`config.mk`:
```
export PLATFORM = sky130hd
export DESIGN_NAME = kmer_hash_encoder_flat
export DESIGN_NICKNAME = d
export VERILOG_FILES = /design/src/kmerh_pkg.sv /design/src/kmerh_ifs.sv /design/src/kmerh_acc.sv /design/src/kmerh_obuf.sv /design/src/kmer_hash_encoder.sv /design/src/flat_wrapper.sv
export SDC_FILE = /design/constraint.sdc
export NUM_CORES = 1
export LEC_CHECK = 0
export BUFFER_PORTS_ARGS = -buffer_cell sky130_fd_sc_hd__buf_2
export CORE_ASPECT_RATIO = 1.1
export CORE_MARGIN = 2
export CORE_UTILIZATION = 62
export DETAILED_ROUTE_END_ITERATION = 16
export PLACE_DENSITY = 0.78
export SYNTH_ARGS = -nofsm -noshare
export SYNTH_HDL_FRONTEND = slang
export SYNTH_SLANG_ARGS = --single-unit
```
`constraint.sdc`:
```
create_clock -name clk -period 6.65 [get_ports clk]
set_input_delay 0.665 -clock clk [delete_from_list [all_inputs] [get_ports clk]]
set_output_delay 0.665 -clock clk [all_outputs]
set_load 0.1 [all_outputs]
```
`src/kmerh_pkg.sv`:
```
// kmerh_pkg: widths, symbol codes and result type for the k-mer hash encoder.
// No dependencies; every other file of the block imports it.
`default_nettype none

package kmerh_pkg;

  // Field widths
  localparam int SymW  = 8;   // ASCII symbol
  localparam int CodeW = 2;   // two-bit nucleotide code
  localparam int AccW  = 32;  // forward / revcomp accumulators
  localparam int OffW  = 31;  // length offset (4^L-4)/3
  localparam int HashW = 33;  // accumulator plus offset
  localparam int CntW  = 5;   // length count

  // ASCII letters
  localparam logic [SymW-1:0] ChUpA = 8'h41;
  localparam logic [SymW-1:0] ChUpC = 8'h43;
  localparam logic [SymW-1:0] ChUpG = 8'h47;
  localparam logic [SymW-1:0] ChUpT = 8'h54;
  localparam logic [SymW-1:0] ChLoA = 8'h61;
  localparam logic [SymW-1:0] ChLoC = 8'h63;
  localparam logic [SymW-1:0] ChLoG = 8'h67;
  localparam logic [SymW-1:0] ChLoT = 8'h74;

  // Nucleotide codes
  localparam logic [CodeW-1:0] CodeA = 2'd0;
  localparam logic [CodeW-1:0] CodeC = 2'd1;
  localparam logic [CodeW-1:0] CodeG = 2'd2;
  localparam logic [CodeW-1:0] CodeT = 2'd3;

  // Offset step: offset*4 + 4 for each symbol after the first
  localparam logic [OffW-1:0] OffStep = 31'd4;

  typedef struct packed {
    logic             ok;
    logic [CodeW-1:0] code;
  } sym_dec_t;

  typedef struct packed {
    logic [HashW-1:0] forward_hash;
    logic [HashW-1:0] revcomp_hash;
    logic [CntW-1:0]  seq_length;
    logic             bad_symbol;
    logic             too_long;
  } result_t;

  // Map a character to its code; anything else is flagged and coded as A.
  function automatic sym_dec_t decode_sym(input logic [SymW-1:0] ch);
    sym_dec_t d;
    d.ok   = 1'b1;
    d.code = CodeA;
    unique case (ch)
      ChUpA, ChLoA: d.code = CodeA;
      ChUpC, ChLoC: d.code = CodeC;
      ChUpG, ChLoG: d.code = CodeG;
      ChUpT, ChLoT: d.code = CodeT;
      default: begin
        d.ok   = 1'b0;
        d.code = CodeA;
      end
    endcase
    return d;
  endfunction

endpackage

`default_nettype wire

```
`src/kmerh_ifs.sv`:
```
// kmerh_ifs: valid/ready channel interfaces for symbols in and hash results out.
// Depends on kmerh_pkg for field widths.
`default_nettype none

interface kmerh_sym_if import kmerh_pkg::*; ();
  logic            valid;
  logic            ready;
  logic [SymW-1:0] symbol;
  logic            last;

  modport source(output valid, symbol, last, input ready);
  modport sink(input valid, symbol, last, output ready);
endinterface

interface kmerh_res_if import kmerh_pkg::*; ();
  logic             valid;
  logic             ready;
  logic [HashW-1:0] forward_hash;
  logic [HashW-1:0] revcomp_hash;
  logic [CntW-1:0]  seq_length;
  logic             bad_symbol;
  logic             too_long;

  modport source(output valid, forward_hash, revcomp_hash, seq_length, bad_symbol,
                 too_long, input ready);
  modport sink(input valid, forward_hash, revcomp_hash, seq_length, bad_symbol,
               too_long, output ready);
endinterface

`default_nettype wire

```
`src/kmerh_acc.sv`:
```
// kmerh_acc: forward / reverse-complement accumulators, length count and offset.
// Depends on kmerh_pkg; produces the result of the current item combinationally.
`default_nettype none

module kmerh_acc import kmerh_pkg::*; #(
  parameter int MAX_LEN = 16
) (
  input  wire logic            clk,
  input  wire logic            rst_n,
  input  wire logic            take,
  input  wire logic [SymW-1:0] symbol,
  input  wire logic            last,
  output result_t              res
);

  localparam logic [CntW-1:0] MaxLenC = CntW'(MAX_LEN);

  logic [AccW-1:0]  fwd_r, fwd_nxt, fwd_upd;
  logic [AccW-1:0]  rc_r, rc_nxt, rc_upd;
  logic [OffW-1:0]  off_r, off_nxt, off_upd;
  logic [CntW-1:0]  cnt_r, cnt_nxt, cnt_upd;
  logic             bad_r, bad_nxt, bad_upd;
  logic             ovf_r, ovf_nxt, ovf_upd;
  sym_dec_t         dec;
  logic [CodeW-1:0] inv_code;
  logic [AccW-1:0]  rc_ins;

  // Per-item update; symbols past the maximum length are dropped unchecked
  always_comb begin
    dec      = decode_sym(symbol);
    inv_code = ~dec.code;
    rc_ins   = {{(AccW-CodeW){1'b0}}, inv_code};
    fwd_upd  = fwd_r;
    rc_upd   = rc_r;
    off_upd  = off_r;
    cnt_upd  = cnt_r;
    bad_upd  = bad_r;
    ovf_upd  = ovf_r;
    if (cnt_r >= MaxLenC) begin
      ovf_upd = 1'b1;
    end else begin
      if (!dec.ok) begin
        bad_upd = 1'b1;
      end
      fwd_upd = {fwd_r[AccW-CodeW-1:0], dec.code};
      // shift of 32 or more places nothing
      rc_upd  = rc_r | (rc_ins << {cnt_r, 1'b0});
      if (cnt_r != '0) begin
        off_upd = {off_r[OffW-3:0], 2'b00} + OffStep;
      end
      cnt_upd = cnt_r + 1'b1;
    end
  end

  // Result seen on the final symbol
  always_comb begin
    res.forward_hash = {1'b0, fwd_upd} + {2'b00, off_upd};
    res.revcomp_hash = {1'b0, rc_upd} + {2'b00, off_upd};
    res.seq_length   = cnt_upd;
    res.bad_symbol   = bad_upd;
    res.too_long     = ovf_upd;
  end

  // Next state: hold, update, or clear after the final symbol
  always_comb begin
    fwd_nxt = fwd_r;
    rc_nxt  = rc_r;
    off_nxt = off_r;
    cnt_nxt = cnt_r;
    bad_nxt = bad_r;
    ovf_nxt = ovf_r;
    if (take) begin
      if (last) begin
        fwd_nxt = '0;
        rc_nxt  = '0;
        off_nxt = '0;
        cnt_nxt = '0;
        bad_nxt = 1'b0;
        ovf_nxt = 1'b0;
      end else begin
        fwd_nxt = fwd_upd;
        rc_nxt  = rc_upd;
        off_nxt = off_upd;
        cnt_nxt = cnt_upd;
        bad_nxt = bad_upd;
        ovf_nxt = ovf_upd;
      end
    end
  end

  always_ff @(posedge clk) begin
    if (!rst_n) begin
      fwd_r <= '0;
      rc_r  <= '0;
      off_r <= '0;
      cnt_r <= '0;
      bad_r <= 1'b0;
      ovf_r <= 1'b0;
    end else begin
      fwd_r <= fwd_nxt;
      rc_r  <= rc_nxt;
      off_r <= off_nxt;
      cnt_r <= cnt_nxt;
      bad_r <= bad_nxt;
      ovf_r <= ovf_nxt;
    end
  end

  // Count never passes the maximum length
  a_cnt_max: assert property (@(posedge clk) disable iff (!rst_n) cnt_r <= MaxLenC)
    else $error("kmerh_acc: length count above maximum");

  // Overflow is only possible with a full count
  a_ovf_full: assert property (@(posedge clk) disable iff (!rst_n)
    ovf_r |-> (cnt_r == MaxLenC))
    else $error("kmerh_acc: overflow flag without full count");

  // Offset stays zero until a second symbol arrives
  a_off_zero: assert property (@(posedge clk) disable iff (!rst_n)
    (cnt_r <= 5'd1) |-> (off_r == '0))
    else $error("kmerh_acc: nonzero offset for short sequence");

endmodule

`default_nettype wire

```
`src/kmerh_obuf.sv`:
```
// kmerh_obuf: output register plus one skid entry for hash results.
// Depends on kmerh_pkg and kmerh_res_if.
`default_nettype none

module kmerh_obuf import kmerh_pkg::*; (
  input  wire logic    clk,
  input  wire logic    rst_n,
  input  wire logic    push,
  input  wire result_t push_data,
  output logic         can_push,
  kmerh_res_if.source  out_ch
);

  logic    out_valid_r, out_valid_nxt;
  logic    skid_valid_r, skid_valid_nxt;
  result_t out_data_r, out_data_nxt;
  result_t skid_data_r, skid_data_nxt;
  logic    pop;

  assign pop      = out_valid_r && out_ch.ready;
  assign can_push = !skid_valid_r;

  // Refill the output from the skid entry first, then from a new item
  always_comb begin
    out_valid_nxt  = out_valid_r;
    out_data_nxt   = out_data_r;
    skid_valid_nxt = skid_valid_r;
    skid_data_nxt  = skid_data_r;
    if (pop) begin
      if (skid_valid_r) begin
        out_data_nxt   = skid_data_r;
        skid_valid_nxt = 1'b0;
      end else begin
        out_valid_nxt = push;
        out_data_nxt  = push_data;
      end
    end else if (!out_valid_r) begin
      out_valid_nxt = push;
      out_data_nxt  = push_data;
    end else if (push) begin
      skid_valid_nxt = 1'b1;
      skid_data_nxt  = push_data;
    end
  end

  always_ff @(posedge clk) begin
    if (!rst_n) begin
      out_valid_r  <= 1'b0;
      skid_valid_r <= 1'b0;
    end else begin
      out_valid_r  <= out_valid_nxt;
      skid_valid_r <= skid_valid_nxt;
    end
  end

  always_ff @(posedge clk) begin
    out_data_r  <= out_data_nxt;
    skid_data_r <= skid_data_nxt;
  end

  assign out_ch.valid        = out_valid_r;
  assign out_ch.forward_hash = out_data_r.forward_hash;
  assign out_ch.revcomp_hash = out_data_r.revcomp_hash;
  assign out_ch.seq_length   = out_data_r.seq_length;
  assign out_ch.bad_symbol   = out_data_r.bad_symbol;
  assign out_ch.too_long     = out_data_r.too_long;

  // Skid entry is only used behind a held output
  a_skid_behind: assert property (@(posedge clk) disable iff (!rst_n)
    skid_valid_r |-> out_valid_r)
    else $error("kmerh_obuf: skid entry without output entry");

  // No push into a full buffer
  a_no_overrun: assert property (@(posedge clk) disable iff (!rst_n)
    push |-> !skid_valid_r)
    else $error("kmerh_obuf: push while full");

  // A taken output drains the skid entry into the output
  a_skid_drain: assert property (@(posedge clk) disable iff (!rst_n)
    (skid_valid_r && out_ch.ready) |=> (!skid_valid_r && out_valid_r))
    else $error("kmerh_obuf: skid entry not moved up");

endmodule

`default_nettype wire

```
`src/kmer_hash_encoder.sv`:
```
// kmer_hash_encoder takes one ASCII nucleotide per cycle while in_ch.ready is
// high on in_ch (A, C, G, T in either case) and, on the item marked last,
// returns on out_ch the forward and reverse-complement two-bit hashes of the
// sequence, each plus the length offset (4^L-4)/3, together with the length
// and the bad_symbol / too_long flags. The accumulators update when an item is
// accepted; a last item's result is registered into the output register, or
// into the one skid entry while the output is held. The two let symbols keep
// flowing while a result waits; in_ch.ready drops only when both hold unread
// results. Symbols beyond MAX_LEN are dropped and flagged too_long.
// Depends on kmerh_pkg, kmerh_ifs, kmerh_acc and kmerh_obuf.
`default_nettype none

module kmer_hash_encoder import kmerh_pkg::*; #(
  parameter int MAX_LEN = 16
) (
  input  wire logic   clk,
  input  wire logic   rst_n,
  kmerh_sym_if.sink   in_ch,
  kmerh_res_if.source out_ch
);

  logic    in_take;
  logic    can_push;
  result_t res;

  // Accept whenever the output side has a free entry
  assign in_ch.ready = can_push;
  assign in_take     = in_ch.valid && can_push;

  kmerh_acc #(
    .MAX_LEN(MAX_LEN)
  ) u_acc (
    .clk   (clk),
    .rst_n (rst_n),
    .take  (in_take),
    .symbol(in_ch.symbol),
    .last  (in_ch.last),
    .res   (res)
  );

  kmerh_obuf u_obuf (
    .clk      (clk),
    .rst_n    (rst_n),
    .push     (in_take && in_ch.last),
    .push_data(res),
    .can_push (can_push),
    .out_ch   (out_ch)
  );

endmodule

`default_nettype wire

```
`src/flat_wrapper.sv`:
```
// flat-port wrapper written by rule: the top's interface ports become plain ports
module kmer_hash_encoder_flat import kmerh_pkg::*;
#(
  parameter int MAX_LEN = 16
)
  (clk, rst_n, in_ch_valid, in_ch_symbol, in_ch_last, in_ch_ready, out_ch_valid, out_ch_forward_hash, out_ch_revcomp_hash, out_ch_seq_length, out_ch_bad_symbol, out_ch_too_long, out_ch_ready);
  kmerh_sym_if in_ch_i ();
  kmerh_res_if out_ch_i ();
  input  wire logic clk;
  input  wire logic rst_n;
  input wire logic [$bits(in_ch_i.valid)-1:0] in_ch_valid;
  input wire logic [$bits(in_ch_i.symbol)-1:0] in_ch_symbol;
  input wire logic [$bits(in_ch_i.last)-1:0] in_ch_last;
  output wire logic [$bits(in_ch_i.ready)-1:0] in_ch_ready;
  output wire logic [$bits(out_ch_i.valid)-1:0] out_ch_valid;
  output wire logic [$bits(out_ch_i.forward_hash)-1:0] out_ch_forward_hash;
  output wire logic [$bits(out_ch_i.revcomp_hash)-1:0] out_ch_revcomp_hash;
  output wire logic [$bits(out_ch_i.seq_length)-1:0] out_ch_seq_length;
  output wire logic [$bits(out_ch_i.bad_symbol)-1:0] out_ch_bad_symbol;
  output wire logic [$bits(out_ch_i.too_long)-1:0] out_ch_too_long;
  input wire logic [$bits(out_ch_i.ready)-1:0] out_ch_ready;
  assign in_ch_i.valid = in_ch_valid;
  assign in_ch_i.symbol = in_ch_symbol;
  assign in_ch_i.last = in_ch_last;
  assign in_ch_ready = in_ch_i.ready;
  assign out_ch_valid = out_ch_i.valid;
  assign out_ch_forward_hash = out_ch_i.forward_hash;
  assign out_ch_revcomp_hash = out_ch_i.revcomp_hash;
  assign out_ch_seq_length = out_ch_i.seq_length;
  assign out_ch_bad_symbol = out_ch_i.bad_symbol;
  assign out_ch_too_long = out_ch_i.too_long;
  assign out_ch_i.ready = out_ch_ready;
  kmer_hash_encoder #(.MAX_LEN(MAX_LEN)) u_core (.clk(clk), .rst_n(rst_n), .in_ch(in_ch_i), .out_ch(out_ch_i));
endmodule
```
; After elaboration in Yosys (flattened, before gate mapping)
; Cells that the tools add are included.
[classes]
eq_ne = 10
shifts = 1
add_sub_neg = 4
n_lt_le_gt_ge = 1
n_mux = 22
bitwise = 4
reduce_logical = 12
[op_table]
columns = operator, count
row1 = 2-to-1 mux 73 bit, 3
row2 = 2-to-1 mux 32 bit, 4
row3 = 2-to-1 mux 31 bit, 3
row4 = adder 32 x 31 -> 33 bit, 2
row5 = equality test 8 x 7 -> 1 bit (second input constant), 8
row6 = bitwise OR 32 bit, 1
row7 = left shift 2 x 6 -> 32 bit, 1
row8 = adder 31 x 3 -> 31 bit (second input constant), 1
row9 = 2-to-1 mux 5 bit, 2
row10 = 2-to-1 mux 1 bit, 9
row11 = OR reduction 2 bit, 4
row12 = OR reduction 8 bit, 1
row13 = case mux 2 bit (3 select lines), 1
row14 = adder 5 x 1 -> 5 bit (second input constant), 1
row15 = greater-or-equal comparator 5 bit (second input constant), 1
row16 = nonzero test 5 bit, 1
row17 = logical AND 1 bit, 3
row18 = AND reduction 3 bit, 1
row19 = != test 2 x 1 -> 1 bit (second input constant), 1
row20 = != test 2 bit (second input constant), 1
row21 = inverter 1 bit, 2
row22 = inverter 2 bit, 1
row23 = AND reduction 2 bit, 1
row24 = logical NOT 1 bit, 1
[totals]
register_bits = 250
output_inout_bits = 75
inputBits = 13

; Longest topological paths before layout
; Gate-level depths: netlist of run 1.
[logic_depth]
word_depth = 10
ltp_mapped = 18
ltp_nobuf = 16

; Modules after synthesis
; Synthesis of run 1 repeated with hierarchy kept, for this count alone.
[hier_totals]
cells_unflattened = 1295
area_unflattened_um2 = 13668.1
[by_module_without_submodules]
columns = mod, area_per_inst_um2, instances, cells_per_inst
row1 = kmerh_acc, 8222.9, 1, 1054
row2 = kmerh_obuf, 5432.7, 1, 239
row3 = kmer_hash_encoder, 12.5, 1, 2

; Least setup slack after synthesis of run 1
; No wires, ideal clock.
[synth_timing]
kind = register to register
start = register u_core.u_obuf.out_valid_r (netlist: u_core.u_obuf.out_ch.valid)
end = register u_core.u_obuf.skid_data_r[0] (netlist name) (enable)
t_required_ns = 6.145
t_arrival_ns = 6.276
period_less_slack_ns = 6.781
slack_ns = -0.131
stages_incl_launch_ff = 3
setup_time_ns = 0.505
cell_sequence = dfxtp_1 > nand2b_1 > nor2_1
[synth_between]
elab_chain_cells = 3
[synth_rtl]
columns = item, line_no
row1 = start: declaration, kmerh_obuf.sv:14  ; logic out_valid_r, out_valid_nxt;
row2 = start signal: assignment, kmerh_obuf.sv:51  ; out_valid_r <= out_valid_nxt;
row3 = logical AND 1 bit, kmerh_obuf.sv:20  ; assign pop = out_valid_r && out_ch.ready;
row4 = inverter 1 bit (no source line), n/a
row5 = AND reduction 3 bit (no source line) (*), n/a
row6 = end signal: assignment, kmerh_obuf.sv:58  ; skid_data_r <= skid_data_nxt;
row7 = end: declaration, kmerh_obuf.sv:17  ; result_t skid_data_r, skid_data_nxt;
; Every way passes the cells marked *; elsewhere a longest branch is shown, timed or not.
; A chain may end at the register's enable or synchronous reset.

==> results of run 1 <==
-- cells in the final DEF (no fill, tap or decap), drive strengths merged, types with 4 or more instances in the layout --
cell and count:
nand2b 6, xnor2 42, nor3 16, or2 4, xor2 43, o21ai 84, nor2 170, o211ai 15
a21oi 115, and4 7, dfxtp 104, and3 12, a22oi 53, edfxtp 146, nand3 24, clkinv 11
ha 65, clkbuf 28, buf 97, a21o 29, o21bai 36, o2111ai 4, nand4 21, nor4 8
nand2 199, a31oi 18, inv 34, nor2b 7, a2bb2oi 4, mux2 61, a211oi 9, and2 12
-- cells in the mapped netlist (29+ instances only) --
cell type,instances
o21bai_1,36
xor2_1,43
edfxtp_1,146
dfxtp_1,104
ha_1,65
a22oi_1,53
a21oi_1,112
clkbuf_1,52
inv_1,32
o21ai_1,32
nand2_1,199
xnor2_1,42
nor2_1,168
a21o_1,29
o21ai_0,51
mux2_2,60
-- state kept, by name, indices dropped and copies added, names as in the netlist --
| name | cells |
|---|---|
| u_core.u_obuf.out_ch.revcomp_hash | 33 |
| u_core.u_obuf.skid_valid_r | 1 |
| u_core.u_obuf.out_ch.bad_symbol | 1 |
| u_core.u_obuf.out_ch.too_long | 1 |
| u_core.u_acc.ovf_r | 1 |
| u_core.u_obuf.out_ch.valid | 1 |
| u_core.u_obuf.skid_data_r | 73 |
| u_core.u_acc.rc_r | 32 |
| u_core.u_acc.bad_r | 1 |
| u_core.u_acc.fwd_r | 32 |
| u_core.u_acc.off_r | 31 |
| u_core.u_acc.cnt_r | 5 |
| u_core.u_obuf.out_ch.forward_hash | 33 |
| u_core.u_obuf.out_ch.seq_length | 5 |
-- final cells by class --
class	count	area [sq um]	share of cell area, %
flip-flops and latches	250	6467	41.65
multi-input cells	1107	7197	46.34
diodes	1	2.502	0.01611
well taps	295	369.1	2.377
clock inverters	18	177.7	1.144
inverters	33	123.9	0.7976
clock buffers	28	679.4	4.375
repair buffers	97	513.0	3.303
-- cell families after synthesis --
| family | Yosys count | share of synthesized area (%) |
|---|---|---|
| buffers and inverters | 104 | 2.967 |
| multiplexers | 64 | 5.132 |
| adder cells (fa/ha/maj) | 67 | 6.077 |
| AO/OA/AOI/OAI | 398 | 18.53 |
| XOR/XNOR | 85 | 5.302 |
| flip-flops | 250 | 46.05 |
| AND/OR/NAND/NOR | 493 | 15.94 |
-- routing by layer --
metal / routed length [um] / track usage [%] / up-vias / part of all wire, %
met3: 2102 / 3.090 / 73 / 6.2
met2: 14600 / 42.46 / 425 / 43
met4: 1324 / 11.15 / 0 / 3.9
met5: 0 / 0 / - / 0
li1: - / - / 5432 / -
met1: 15940 / 41.66 / 5197 / 47
-- where the power goes --
part	switching [mW]	total, mW	internal (mW)
Sequential	0.0103	1.67	1.66
Clock	0.602	1.46	0.855
Combinational	0.264	0.307	0.0433
-- worst max-delay path: stages, from the launching register on --
cell	delay (ns)
dfxtp_1	0.51
inv_1	0.17
ha_1	0.25
a21o_1	0.44
buf_4	0.31
o21ai_0	0.76
ha_1	0.42
nand4_1	0.22
nor4_1	0.53
a21oi_1	0.14
o211ai_1	0.14
a41oi_2	0.10
xnor2_1	0.20
mux2_2	0.27
-- through the flow --
step	std cells	setup slack [ns]	cell area, sq um	power [mW]
2_1_floorplan	1461	0.7400	14040	1.949
3_5_place_dp	1782	2.096	14670	2.007
5_1_grt	1828	1.657	15530	3.528
3_3_place_gp	1782	2.134	14670	2.004
4_1_cts	1828	2.035	15530	3.445
6_report	1829	1.903	15530	3.432
-- worst paths after layout --
kind	startpoint	to	cells after the start
max	u_core.u_acc.cnt_r[0]	u_core.u_obuf.out_ch.forward_hash[27]	13
min	out_ch_ready	u_core.u_obuf.skid_valid_r	2
max reg2reg	u_core.u_acc.cnt_r[0]	u_core.u_obuf.out_ch.forward_hash[27]	13
min reg2reg	u_core.u_acc.off_r[29]	u_core.u_acc.off_r[29]	2
==> reports/metrics.cfg, run 1 <==
[routing]
drt_iter0_drc=861
ant_nets=0
vias=11127
via_per_inst=6.084
wl_um=33960
routedWlPerCell_um=18.57
drc=0
firstDrtPassIters=6

[outcome]
status=finished clean

[final_layout]
fillers=1705
area_growth_pct=10.59
fin_util_pct=70.02
drive_gt1_share_pct=15.13
nets=1595

[place]
dp_hpwl_um=24620
io_buffers=86
gp_congestion=0.9336

[floorplanning]
coreArea_sq_um=22180
start_util_pct=63.31
die_h_um=161.8
die_w_um=147.5
die_area_sq_um=23870
rows=57
io_pins=88

[cts]
postCtsSetupRepairBufs=0
cts_hold_repair.buffers=0
post_cts_resized=0
cts_buffers=26
htree_levels=1
cts.path.max_buffers=3
cts_root_buffer=clkbuf_16
tritoncts=built
clock_latency_ns=0.54
clkTransAtPathRegs_ns=0.06
clock_sinks=250

[synth]
synth_edf_count=146
async_reset_ff_share_pct=0
synthesis.area_sq_um=14040
syn_inst=1461
ys_types=77
synth_top_area_cell=edfxtp_1
ys_top_cells_by_area=edfxtp_1 (31%), dfxtp_1 (15%), ha_1 (5.8%)
syn_nets=1541
synthFlopType=edfxtp_1
synth-seq-cells=250
yosysWarningCount=0
yosysSeqAreaShare_pct=46.05
avgSynthCellArea_sq_um=9.611
synth_top_area_share_pct=31.22

[pwr]
p_leak_nw=6.691
power.density_nw_per_um2=221.0
peakVddDrop_uv=184.7

[timing]
tightest_slew_ns=1.219
finalSetupTns_ns=0
min_period_over_period_pct=71.38
finalSetupViolations=0
min_period_ns=4.747
slew_headroom_pct=18.51
drv_slew=0
hold_violations=0
rsz0062_at_grt=no
fin_skew_ns=0.02258
max_freq_mhz=210.7
whs_ns=0.4432

[setup_path]
required_ns=6.92
end_kind=register
worstSetupPathType=register to register
critPathArrivalTime_ns=5.01
regToRegSetupSlack_ns=1.90
cp_max_fo=29
critPathLaunchType=register

[grt]
grt_pass1_vias=10158
grt_usage_pct=28.08
antenna_found_initial=0
grt_start_max_net_pins=68
grt_pass1_wl_um=53920
grt_remaining_overflow=0

[min_path]
hp-class=input pin to register

[flow_run]
drv_cap=0

No activity file was read; power rests on OpenSTA's default activity.
==> run 2: changes to the inputs <==
--- a/config.mk
+++ b/config.mk
@@ -5,12 +5,13 @@
 export SDC_FILE = /design/constraint.sdc
 export NUM_CORES = 1
 export LEC_CHECK = 0
+export ABC_AREA = 1
 export BUFFER_PORTS_ARGS = -buffer_cell sky130_fd_sc_hd__buf_2
 export CORE_ASPECT_RATIO = 1.1
 export CORE_MARGIN = 2
-export CORE_UTILIZATION = 62
+export CORE_UTILIZATION = 56
 export DETAILED_ROUTE_END_ITERATION = 16
-export PLACE_DENSITY = 0.78
+export PLACE_DENSITY = 0.74
 export SYNTH_ARGS = -nofsm -noshare
 export SYNTH_HDL_FRONTEND = slang
 export SYNTH_SLANG_ARGS = --single-unit
==> constraint.sdc (replaced) <==
create_clock -name clk -period 4.22 [get_ports clk]
set_input_delay 0.422 -clock clk [delete_from_list [all_inputs] [get_ports clk]]
set_output_delay 0.422 -clock clk [all_outputs]
set_load 0.1 [all_outputs]
==> run 2 against run 1 <==
- highest routed layer unchanged
- count of clock-buffer cells in the layout rose by 10
- design area rose by 7.9%
- global-route usage rose by 1.5 points
- clock power rose by 62%
- register-to-register slack got worse by 1.6 ns
- die area rose by 18%
- wire length rose by 23%
- via count rose by 24%
- combinational power rose by 100%
- synthesized cell count rose by 40%
- synthesized area rose by 7.1%
- largest cell class unchanged
- final cell count rose by 36%
==> reports/metrics.cfg, run 2 <==
[outcome]
status=finished clean

[grt]
grt_start_max_net_pins=85
grt_remaining_overflow=0
grt_usage_pct=29.56
grt_pass1_wl_um=66440
antenna_found_initial=0
grt_pass1_vias=12804

[synth]
ys_top_cells_by_area=edfxtp_1 (29%), nand2_1 (18%), dfxtp_1 (14%)
synth_top_area_cell=edfxtp_1
ys_types=51
synth_top_area_share_pct=29.16
synthFlopType=edfxtp_1
yosysWarningCount=0
yosysSeqAreaShare_pct=43.01
syn_nets=2120
synth_edf_count=146
async_reset_ff_share_pct=0
synth_commonest_cells=nand2_1 (723), inv_1 (180), a21oi_1 (179), nor2_1 (163), edfxtp_1 (146)
avgSynthCellArea_sq_um=7.370
synthesis.area_sq_um=15030
synth_most_common_cell=nand2_1
synth-seq-cells=250
syn_inst=2040

[flow_run]
drv_cap=0

[setup_path]
cp_num_buf_inv=4
crit_chain=inv_1, ha_1, nand2_2, nor2_8, nor2_8, buf_4, nor2_1, inv_1, fa_1, inv_1, nand3_1, nand2_1, nand2_1, nand2_1, nand3_1, nand2_1, nand2_1, nand2_1, nand2_1, and2_1, nand2_1, nand2_1
crit_top_cell=nand2_1
required_ns=4.51
critPathLaunchType=register
crit_path_max_incr_delay_ns=0.54
cp_max_fo=17
slowest_stage=nor2_1
end_kind=register
worstSetupPathType=register to register
critPathTopFamily=simple AND/OR/NAND/NOR gates
critPathArrivalTime_ns=4.22

[final_layout]
drive_gt1_share_pct=9.308
top_register=u_core.u_obuf.skid_data_r
fin_util_pct=63.92
largest_reg_flops=73
diodes=0
seq_area_sq_um=6466
area_growth_pct=11.48
fillers=2457
nets=2198
final_common_cell=nand2_1
final_cell_mix=nand2_1 (722), inv_1 (179), a21oi_1 (179)
multi_input_area_sq_um=7606

[timing]
finalSetupTns_ns=0
finalSetupViolations=0
hold_violations=0
min_period_over_period_pct=93.00
min_period_ns=3.924
slew_headroom_pct=38.12
drv_slew=0
fin_skew_ns=0.01515
layout_setup_ws_ns=0.2956
rsz0062_at_grt=no
max_freq_mhz=254.8
tightest_slew_ns=0.9281

[place]
pre_cts_ws_ns=0.3369
io_buffers=86
dp_hpwl_um=31760
gp_congestion=0.9884

[min_path]
hp-class=input pin to register

[cts]
clkTransAtPathRegs_ns=0.06
cts_hold_repair.buffers=0
clock_sinks=250
htree_levels=1
cts.path.max_buffers=3
postCtsSetupRepairBufs=0
cts_root_buffer=clkbuf_16
post_cts_resized=0
clock_latency_ns=0.54
tritoncts=built
cts_buffers=26

[pwr]
peakVddDrop_uv=298.4
power.density_nw_per_um2=335.7
p_leak_nw=7.625

[floorplanning]
die_area_sq_um=28180
io_pins=88
start_util_pct=57.34
die_w_um=160.2
die_h_um=175.9
coreArea_sq_um=26220
rows=62

[routing]
routedWlPerCell_um=16.74
firstDrtPassIters=5
vias=13807
ant_nets=0
via_per_inst=5.545
wl_um=41690
drc=0
drt_iter0_drc=1201

run 2: changes by cell type after synthesis, sizes merged, moves of 13 or more:
cell    previous run  this run
o211ai            15         2
nand2            199       728
mux2              61         0
o21ai             84       123
a21o              29         3
clkbuf            52        32
nand3             24        98
a22oi             53         0
inv               32       186
o21bai            36         4
xnor2             42         4
a21oi            115       179
run 2: final timing paths:
| check | from | to | slack, ns | cells after the start |
|---|---|---|---|---|
| max | u_core.u_acc.cnt_r[0] | u_core.u_obuf.out_ch.forward_hash[22] | 0.30 | 22 |
| max reg2reg | u_core.u_acc.cnt_r[0] | u_core.u_obuf.out_ch.forward_hash[22] | 0.30 | 22 |
| min | rst_n | u_core.u_obuf.skid_valid_r | 0.22 | 2 |
| min reg2reg | u_core.u_acc.rc_r[1] | u_core.u_acc.rc_r[1] | 0.44 | 2 |
run 2: area by class of cell:
type / count / area share, %
clock inverter: 10 / 0.6794
multi-input combinational: 1539 / 45.38
timing repair buffer: 113 / 3.852
sequential: 250 / 38.58
clock buffer: 38 / 4.651
inverter: 188 / 4.225
tap: 352 / 2.628
run 2: routing by layer:
| metal | wire (um) | global-route usage [%] | part of all wire (%) |
|---|---|---|---|
| met1 | 19750 | 43.62 | 47 |
| met4 | 1486 | 10.21 | 3.6 |
| met5 | 0 | 0 | 0 |
| met2 | 17950 | 45.85 | 43 |
| met3 | 2506 | 2.597 | 6.0 |
run 2: power by group:
part	switching, mW	total (mW)	internal (mW)
logic	0.519	0.616	0.0969
clock network	0.959	2.37	1.41
registers	0.0166	2.64	2.63
run 2: worst reg2reg max path: stages (launching register included):
cell	delay, ns
dfxtp_1	0.38
inv_1	0.16
ha_1	0.18
nand2_2	0.09
nor2_8	0.20
nor2_8	0.09
buf_4	0.20
nor2_1	0.54
inv_1	0.15
fa_1	0.49
inv_1	0.07
nand3_1	0.06
nand2_1	0.17
nand2_1	0.08
nand2_1	0.12
nand3_1	0.08
nand2_1	0.14
nand2_1	0.09
nand2_1	0.07
nand2_1	0.04
and2_1	0.17
nand2_1	0.07
nand2_1	0.05
run 2: per-stage QoR:
stage | cells | hold slack (ns) | area, sq um | total power, mW
6_report | 2490 | 0.2191 | 16760 | 5.626
5_1_grt | 2490 | 0.2275 | 16760 | 5.785
4_1_cts | 2490 | 0.2045 | 16760 | 5.659
3_5_place_dp | 2442 | 0.4367 | 15870 | 3.309
3_3_place_gp | 2442 | 0.4292 | 15870 | 3.304
2_1_floorplan | 2040 | 0.4209 | 15040 | 3.185
run 2: cell families (layout without fill, tap and decap cells):
kind of cell,count (synthesis),count (layout),synth area share [%]
AND/OR/NAND/NOR,1096,1096,30.42
buffers and inverters,251,349,6.583
adder cells (fa/ha/maj),67,67,5.676
XOR/XNOR,41,41,2.388
flip-flops,250,250,43.01
AO/OA/AOI/OAI,335,335,11.93
==> run 3: changes to the inputs <==
--- a/config.mk
+++ b/config.mk
@@ -9,9 +9,11 @@
 export BUFFER_PORTS_ARGS = -buffer_cell sky130_fd_sc_hd__buf_2
 export CORE_ASPECT_RATIO = 1.1
 export CORE_MARGIN = 2
-export CORE_UTILIZATION = 56
+export CORE_UTILIZATION = 65
 export DETAILED_ROUTE_END_ITERATION = 16
-export PLACE_DENSITY = 0.74
+export PLACE_DENSITY = 0.81
+export REMOVE_ABC_BUFFERS = 1
 export SYNTH_ARGS = -nofsm -noshare
 export SYNTH_HDL_FRONTEND = slang
+export SYNTH_HIERARCHICAL = 1
 export SYNTH_SLANG_ARGS = --single-unit
==> constraint.sdc (replaced) <==
create_clock -name clk -period 4.9 [get_ports clk]
set_input_delay 0.49 -clock clk [delete_from_list [all_inputs] [get_ports clk]]
set_output_delay 0.49 -clock clk [all_outputs]
set_load 0.1 [all_outputs]
==> run 3 against run 2 <==
- critical path depth decreased by 3
- worst setup slack improved by 0.49 ns
- via count decreased by 4.2%
- global-route usage increased by 2.3 points
- critical endpoint is now u_core/u_obuf/out_ch.forward_hash[32]
==> reports/metrics.cfg, run 3 <==
[place]
dp_hpwl_um=28130
placed_area_sq_um=15450
pre_cts_ws_ns=0.8845
gp_congestion=0.9576
io_buffers=86
place_inst=2259

[setup_path]
worstSetupPathType=register to register
regToRegSetupSlack_ns=0.78
critPathLaunchType=register
slowest_stage=dfxtp_1
regToRegStartpoint=u_core/u_acc/cnt_r[2]
required_ns=5.17
end_kind=register
crit_path_max_incr_delay_ns=0.58
cp_max_fo=20
crit_chain=inv_1, nand3_2, nand2_2, inv_2, buf_4, nand2_1, o22ai_2, ha_1, nand2_1, nand2_1, o21bai_1, a21oi_1, inv_1, nand3_1, nand2_1, nand2_1, a21oi_1, o21ai_0, nand2_1
crit_top_cell=nand2_1
crit_path_start=u_core/u_acc/cnt_r[2]
critPathArrivalTime_ns=4.39

[pwr]
p_int_mw=3.455
p_clk_share_pct=40.1
switchingPower_mw=1.320
p_comb_share_pct=12.1
peakVddDrop_uv=340.9
switching_share_pct=27.65
power.density_nw_per_um2=293.2
power.share.sequential_pct=47.8
p_leak_nw=7.325

[final_layout]
final_cell_mix=nand2_1 (627), a21oi_1 (167), inv_1 (161)
final_common_cell=nand2_1
layoutNonFillerInstCount=2307
diodes=0
largest_reg_flops=73
stdcell_area_sq_um=16290
area_growth_pct=9.433
top_register=u_core/u_obuf/skid_data_r
nets=2067
drive_gt1_share_pct=9.865
fillers=1870

[timing]
fin_skew_ns=0.02007
finalSetupViolations=0
min_period_over_period_pct=83.98
rsz0062_at_grt=no
drv_slew=0
min_period_ns=4.115
slew_headroom_pct=42.94
tightest_slew_ns=0.8558
hold_violations=0
layout_setup_ws_ns=0.7849
max_freq_mhz=243.0

[grt]
grt_remaining_overflow=0
grt_usage_pct=31.82
grt_pass1_wl_um=62130
grt_start_max_net_pins=81
antenna_found_initial=0
grt_pass1_vias=12071

[synth]
avgSynthCellArea_sq_um=7.707
synthFlopType=edfxtp_1
synth_edf_count=146
synth_xor_area_share_pct=3.590
synthesis.area_sq_um=14880
ys_top_cells_by_area=edfxtp_1 (29%), nand2_1 (16%), dfxtp_1 (14%)
async_reset_ff_share_pct=0
yosysSeqAreaShare_pct=43.45
synthSimpleGateAreaFrac_pct=25.46
synth-seq-cells=250
syn_inst=1931
synth_commonest_cells=nand2_1 (628), a21oi_1 (167), inv_1 (161), o21ai_0 (147), edfxtp_1 (146)
ys_types=47
synth_top_area_share_pct=29.46
synth_most_common_cell=nand2_1
synth_compound_area_share_pct=14.90
synth-adder-area-share_pct=5.734
yosysWarningCount=6
synth_top_family_by_area=simple AND/OR/NAND/NOR gates
synth.area.mux_share_pct=0
synth_top_area_cell=edfxtp_1

[cts]
cts_root_buffer=clkbuf_16
clkTransAtPathRegs_ns=0.06
postCtsSetupRepairBufs=0
cts.path.max_buffers=3
tritoncts=built
cts_hold_repair.buffers=0
htree_levels=1
clock_latency_ns=0.54
post_cts_resized=0
clock_sinks=250
cts_buffers=26

[floorplanning]
die_area_sq_um=24120
die_h_um=162.7
coreArea_sq_um=22640
io_pins=88
die_w_um=148.3
start_util_pct=65.73
rows=58

[routing]
ant_nets=0
via_per_inst=5.735
drc=0
firstDrtPassIters=6
drt_iter0_drc=1267
routedWlPerCell_um=16.66
wl_um=38440
vias=13230

[flow_run]
drv_cap=0

[min_path]
hp-class=input pin to register
hold_path.startpoint=in_ch_last

[outcome]
status=finished clean

-- run 3: changes by cell type after synthesis, sizes merged, moves of 13 or more --
cell    change
nor2       -51
inv        -19
nand3      -16
nand2      -95
o21ai      +52
xnor2      +16
and3       +16
a211oi     +13
and2       -18
-- run 3: cells by family (layout without fill, tap and decap cells) --
family | Yosys count | in the layout
simple gates | 907 | 907
flops | 250 | 250
xor+xnor | 61 | 61
fa+ha+maj | 67 | 67
buf+inv | 243 | 319
compound gates | 403 | 403
-- run 3: per-layer routing --
| layer | wire length, um | vias to the layer above | track usage, % |
|---|---|---|---|
| met2 | 17190 | 517 | 49.81 |
| li1 | - | 6555 | - |
| met1 | 17090 | 6088 | 45.73 |
| met4 | 1130 | 0 | 9.913 |
| met5 | 0 | - | 0 |
| met3 | 3029 | 70 | 5.042 |
-- run 3: layout make-up --
class                      instances  area [sq um]  share of cell area, %
timing repair buffer             104         565.5                  3.473
inverter                         167         626.9                  3.849
multi-input combinational       1438          7413                  45.52
clock inverter                    12         67.56                 0.4149
clock buffer                      36         770.7                  4.733
tap                              300         375.4                  2.305
sequential                       250          6466                  39.71
-- run 3: critical path: cells and delay by family (launching register included) --
family / cells / cell delay [ns]
compound gates: 5 / 0.99
simple gates: 9 / 0.89
fa+ha+maj: 1 / 0.39
flops: 1 / 0.58
buf+inv: 4 / 0.98
-- run 3: per-stage QoR --
stage | power, mW | TNS [ns] | utilization [%] | hold slack, ns
after CTS | 4.794 | 0 | 71.93 | 0.3508
after detailed placement | 2.900 | 0 | 68.23 | 0.4575
after global routing | 4.914 | 0 | 71.93 | 0.3788
final | 4.776 | 0 | 71.93 | 0.3792
after floorplan | 2.782 | -16.00 | - | 0.4406
after global placement | 2.894 | 0 | 68.23 | 0.4518
-- run 3: power by group through the flow --
stage / registers (mW) / logic, mW / clock network [mW]
floorplan: 2.62 / 0.158 / 0
global placement: 2.33 / 0.567 / 0
detailed placement: 2.33 / 0.571 / 0
CTS: 2.28 / 0.575 / 1.94
global route: 2.29 / 0.607 / 2.02
finish: 2.28 / 0.578 / 1.91
-- run 3: final timing paths --
| check | to | depth (start not counted) |
|---|---|---|
| worst min-delay path | u_core/u_acc/off_r[1] | 4 |
| worst max register to register | u_core/u_obuf/out_ch.forward_hash[32] | 19 |
| worst min register to register | u_core/u_acc/off_r[29] | 2 |
| worst max-delay path | u_core/u_obuf/out_ch.forward_hash[32] | 19 |
